==> src/sv/rmbv_pkg.sv <==
package rmbv_pkg;

    localparam int CW   = 16;   // input component width
    localparam int RW   = 15;   // component width after range reduction
    localparam int NW   = 30;   // squared norm
    localparam int XW   = 60;   // product of the two squared norms
    localparam int RTW  = 30;   // integer square root
    localparam int DW   = 31;   // dot product and cross product components
    localparam int CCW  = 60;   // products of cross components
    localparam int PDW  = 32;   // P + d
    localparam int QW   = 61;   // divisor P * (P + d)
    localparam int SW   = 63;   // signed numerator of one entry
    localparam int OW   = 16;   // output entry
    localparam int NE   = 9;    // matrix entries
    localparam int NCC  = 6;    // distinct cross products c_i * c_j

    localparam int FRAC_DEFAULT = 14;

    typedef struct packed {
        logic signed [CW-1:0] before_x;
        logic signed [CW-1:0] before_y;
        logic signed [CW-1:0] before_z;
        logic signed [CW-1:0] after_x;
        logic signed [CW-1:0] after_y;
        logic signed [CW-1:0] after_z;
    } t_in;

    typedef struct packed {
        logic signed [OW-1:0] m00;
        logic signed [OW-1:0] m01;
        logic signed [OW-1:0] m02;
        logic signed [OW-1:0] m10;
        logic signed [OW-1:0] m11;
        logic signed [OW-1:0] m12;
        logic signed [OW-1:0] m20;
        logic signed [OW-1:0] m21;
        logic signed [OW-1:0] m22;
        logic                 degenerate;
    } t_out;

    // Data that travels alongside the square root pipeline.
    typedef struct packed {
        logic                      zero;
        logic [DW-1:0]             d;
        logic [2:0][DW-1:0]        c;
        logic [NCC-1:0][CCW-1:0]   cc;
    } t_sq_side;

    // Data that travels alongside the divider pipeline.
    typedef struct packed {
        logic          dg;
        logic [NE-1:0] neg;
    } t_dv_side;

endpackage

==> src/sv/rmbv_sqrt.sv <==
module rmbv_sqrt import rmbv_pkg::*; #(
    parameter int SBW = 1
) (
    input  logic              i_clk,
    input  logic              i_rst_n,
    input  logic              i_en,
    input  logic              i_valid,
    input  logic [XW-1:0]     i_x,
    input  logic [SBW-1:0]    i_side,
    output logic              o_valid,
    output logic [RTW-1:0]    o_root,
    output logic [SBW-1:0]    o_side
);

    localparam int XW1 = XW + 1;

    logic              r_v    [RTW];
    logic [XW-1:0]     r_rem  [RTW];
    logic [RTW-1:0]    r_root [RTW];
    logic [SBW-1:0]    r_side [RTW];

    // One result bit per stage, most significant first.
    for (genvar k = 0; k < RTW; k++) begin : g_step
        localparam int B = RTW - 1 - k;

        logic           v_in;
        logic [XW-1:0]  rem_in;
        logic [RTW-1:0] root_in;
        logic [SBW-1:0] side_in;
        logic [XW1-1:0] trial;
        logic [XW-1:0]  n_rem;
        logic [RTW-1:0] n_root;

        if (k == 0) begin : g_first
            assign v_in    = i_valid;
            assign rem_in  = i_x;
            assign root_in = '0;
            assign side_in = i_side;
        end else begin : g_next
            assign v_in    = r_v[k-1];
            assign rem_in  = r_rem[k-1];
            assign root_in = r_root[k-1];
            assign side_in = r_side[k-1];
        end

        always_comb begin
            trial  = (XW1'(root_in) << (B + 1)) + (XW1'(1) << (2 * B));
            n_rem  = rem_in;
            n_root = root_in;
            if ({1'b0, rem_in} >= trial) begin
                n_rem  = XW'({1'b0, rem_in} - trial);
                n_root = root_in | (RTW'(1) << B);
            end
        end

        always_ff @(posedge i_clk) begin
            if (!i_rst_n) begin
                r_v[k] <= 1'b0;
            end else if (i_en) begin
                r_v[k] <= v_in;
            end
        end

        always_ff @(posedge i_clk) begin
            if (i_en) begin
                r_rem[k]  <= n_rem;
                r_root[k] <= n_root;
                r_side[k] <= side_in;
            end
        end
    end

    assign o_valid = r_v[RTW-1];
    assign o_root  = r_root[RTW-1];
    assign o_side  = r_side[RTW-1];

endmodule

==> config.mk <==
export PLATFORM = sky130hd
export DESIGN_NAME = rmbv_sqrt
export DESIGN_NICKNAME = d
export VERILOG_FILES = /design/src/sv/rmbv_pkg.sv /design/src/sv/rmbv_sqrt.sv
export SDC_FILE = /design/constraint.sdc
export NUM_CORES = 2
export LEC_CHECK = 0
export ABC_AREA = 1
export BUFFER_PORTS_ARGS = -buffer_cell sky130_fd_sc_hd__buf_4
export CORE_MARGIN = 5
export CORE_UTILIZATION = 35
export CTS_CLUSTER_DIAMETER = 60
export CTS_CLUSTER_SIZE = 14
export DETAILED_ROUTE_END_ITERATION = 12
export GPL_TIMING_DRIVEN = 0
export PLACE_DENSITY = 0.6
export SETUP_SLACK_MARGIN = 0.5
export SYNTH_ARGS = -nofsm -noshare
export SYNTH_HDL_FRONTEND = slang
export SYNTH_SLANG_ARGS = --single-unit
==> constraint.sdc <==
create_clock -name i_clk -period 4.2 [get_ports i_clk]
set_input_delay 0.42 -clock i_clk [delete_from_list [all_inputs] [get_ports i_clk]]
set_output_delay 0.42 -clock i_clk [all_outputs]
set_load 0.02 [all_outputs]
==> results.py <==
metrics = {
    "outcome": {
        "status": "completed",
    },
    "timing": {
        "clock_skew_ns": 0.116,
        "period_needed_ns": 3.51,
        "hold_viol_final": 0,
        "rsz0062_at_grt": "false",
        "setup_viol": 0,
        "period_share_pct": 83.5,
        "max-slew-margin-rel_pct": 21.1,
        "report.final.slew_viol_count": 0,
        "max_freq_mhz": 285,
        "worstMarginPinSlew_ns": 1.18,
    },
    "place": {
        "gp_congestion": 0.941,
        "io_buffers": 96,
        "dp.cells": 19700,
        "placed_area_um2": 135000,
        "place_hpwl_mm": 328,
    },
    "synthesis": {
        "syn-num-nets": 15400,
        "synth_top_area_share_pct": 53.2,
        "synth_most_common_cell": "nand2_1",
        "synth_seq_cells": 2265,
        "yosys.area.top_type": "edfxtp_1",
        "synth_edf_count": 2264,
        "syn-mean-instance-area_um2": 8.61,
        "synth_area_leaders": "edfxtp_1 (53%), nand2_1 (13%), inv_1 (6.8%)",
        "ys_warn_count": 0,
        "synth_cell_types": 62,
        "async_reset_ff_share_pct": 0,
        "synthCells": 14800,
        "ys_seq_area_share_pct": 53.2,
        "synthTopCellsByCount": "nand2_1 (4574), inv_1 (2298), edfxtp_1 (2264)",
        "synth-main-ff-cell": "edfxtp_1",
        "synth_area_um2": 128000,
    },
    "global_route": {
        "grt_usage_pct": 20.5,
        "grt_max_degree": 198,
        "grt_pass1_vias": 94900,
        "grt_pass1_wl_mm": 590,
        "antenna_found_initial": 9,
        "grt_overflow": 0,
    },
    "detailed_routing": {
        "final_antenna_net_count": 0,
        "wl_met2_mm": 200,
        "vias": 98600,
        "wl_mm": 401,
        "highest_layer": "met5",
        "wl_met1_mm": 164,
        "met3_length_mm": 17.2,
        "via_per_inst": 4.89,
        "post_drt_wl_per_cell_um": 19.9,
        "drtIter0Drc": 8165,
        "drtPass1Iterations": 6,
        "post-route-drc-count": 0,
    },
    "finish": {
        "area_growth_pct": 11.8,
        "drive_gt1_share_pct": 5.20,
        "stdcell_area_um2": 143000,
        "fin_nets": 15800,
        "final_cells": 20200,
        "fillers": 36600,
    },
    "clock_network": {
        "numCtsBuffers": 233,
        "clock-root-buffer": "clkbuf_16",
        "clock_latency_ns": 0.97,
        "h-tree-depth": 4,
        "clk_pin_slew_ns": 0.07,
        "post_cts_buffers": 0,
        "tritoncts_num_sinks": 2265,
        "cts_tree": "yes",
        "clockBufferDepth": 4,
    },
    "worst_setup_path": {
        "critPathTopFamily": "simple AND/OR/NAND/NOR gates",
        "slowest_stage": "o21ai_0",
        "path_cells": "inv_1 > ha_1 > nand2_1 > inv_1 > nand2_1 > nor3_1 > nand3b_1 > nor2_1 > nor2_1 > nand2_4 > inv_2 > clkbuf_1 > o21ai_0",
        "crit_buf_inv": 4,
        "cp-end-kind": "register",
        "crit_type": "register to register",
        "path_max_fanout": 10,
        "critical_path_depth": 13,
        "critPathRequiredTime_ns": 4.85,
        "worstRegToRegCells": 13,
        "cp_slowest_stage_delay_ns": 0.52,
        "start_kind": "register",
        "arrival_ns": 4.16,
    },
    "die": {
        "die_w_um": 614,
        "die_area_um2": 377000,
        "pin_count": 97,
        "rows": 221,
        "core_area_um2": 363000,
        "initial_core_util_pct": 35.2,
        "die-height_um": 614,
    },
    "pwr": {
        "ir_drop_mv": 0.373,
        "power_density_nw_per_um2": 493,
        "power_leakage_nw": 61.0,
    },
    "job": {
        "maxCapViolations": 0,
    },
    "worst_hold_path": {
        "hold_class": "input port to register",
        "worstHoldPathCells": 2,
    },
}
==> final cells by class <==
class | instances | area (um^2) | share of cell area, %
flip-flops and latches | 2265 | 68000 | 47.6
multi-input cells | 10100 | 50200 | 35.2
inverters | 2310 | 8690 | 6.08
well taps | 4794 | 6000 | 4.20
clock buffers | 247 | 5880 | 4.12
repair buffers | 177 | 1790 | 1.25
clock inverters | 109 | 1320 | 0.925
plain buffers | 117 | 907 | 0.635
diodes | 1 | 2.50 | 0.00175
==> worst paths after layout <==
path | from | endpoint | slack [ns]
max | r_root[4][118]$_DFFE_PP_ | r_rem[5][20]$_DFFE_PP_ | 0.69
min | i_en | r_rem[2][53]$_DFFE_PP_ | 0.12
max reg2reg | r_root[4][118]$_DFFE_PP_ | r_rem[5][20]$_DFFE_PP_ | 0.69
min reg2reg | r_side[3][3]$_DFFE_PP_ | r_side[4][0]$_DFFE_PP_ | 0.40
==> where the power goes <==
part	internal, mW	switching [mW]	total [mW]
Clock	10.6	9.21	19.8
Combinational	6.11	13.2	19.3
Sequential	28.6	2.67	31.3
Total	45.4	25.1	70.5
==> registers in the layout, indices dropped and copies added, names as in the netlist <==
signal and count:
r_side 30, r_v 30, r_rem 1740, r_root 465
==> kinds of logic (layout without fill, tap and decap cells) <==
kind of cell               Yosys count  count (layout)  synth area share (%)
xor gates and xnor gates           419             419                  2.87
other                                0               1                     0
buffers and inverters             2427            2960                  7.51
AOI/OAI and AO/OA                 1329            1329                  5.79
and+or+nand+nor                   7904            7904                  25.8
adders and majority gates          493             493                  4.83
DFF                               2265            2265                  53.2
==> timing repair <==
action | CTS | global route
setup endpoints to repair | 50 | 8
endpoints found under the hold margin | 101 | 0
hold buffers | 67 | 0
cloned | 0 | 0
gates resized for setup | 7 | 1
==> cells in the final DEF (no fill, tap or decap), types with 13 or more instances in the layout <==
master            n
a21boi_0         16
a21oi_2          57
nand2_2          21
ha_1            493
inv_6            18
xor2_1          187
and2_1           15
nand3b_1        102
nand3_1         772
xnor2_1         232
buf_6            37
dlygate4sd3_1    66
buf_16           14
o21a_1           17
clkinv_8         20
buf_2            42
o21ai_1          46
nor2_2           26
and3_1           13
nor3_1          180
nand4_1         275
buf_4           124
inv_1          2298
o211ai_1         13
edfxtp_1       2264
a21oi_1         630
nor2_1         1672
nor4_1          155
o21ai_0         426
nand2_1        4574
inv_8            21
or2_2            39
o21ai_2          43
a21o_1           22
o21bai_1         42
clkbuf_16       233
clkbuf_1         19
==> metal layers <==
layer | vias to the layer above | track usage (%)
met4 | 2 | 8.92
met5 | - | 0
met2 | 2461 | 37.0
met3 | 695 | 1.85
li1 | 49500 | -
met1 | 45900 | 24.8
==> stage by stage <==
stage	setup TNS (ns)	setup slack [ns]	utilization, %	hold WS (ns)	total power, mW
after floorplan	0	2.03	-	0.400	43.4
after global placement	-	-17.90	37.0	0.401	51.8
after detailed placement	-48.86	-0.366	37.2	0.405	50.9
after CTS	0	0.500	39.3	0.0692	71.0
after global routing	0	0.526	39.3	0.116	74.5
final	0	0.692	39.3	0.117	70.5
Note: power is estimated with default switching activity, not from simulation.
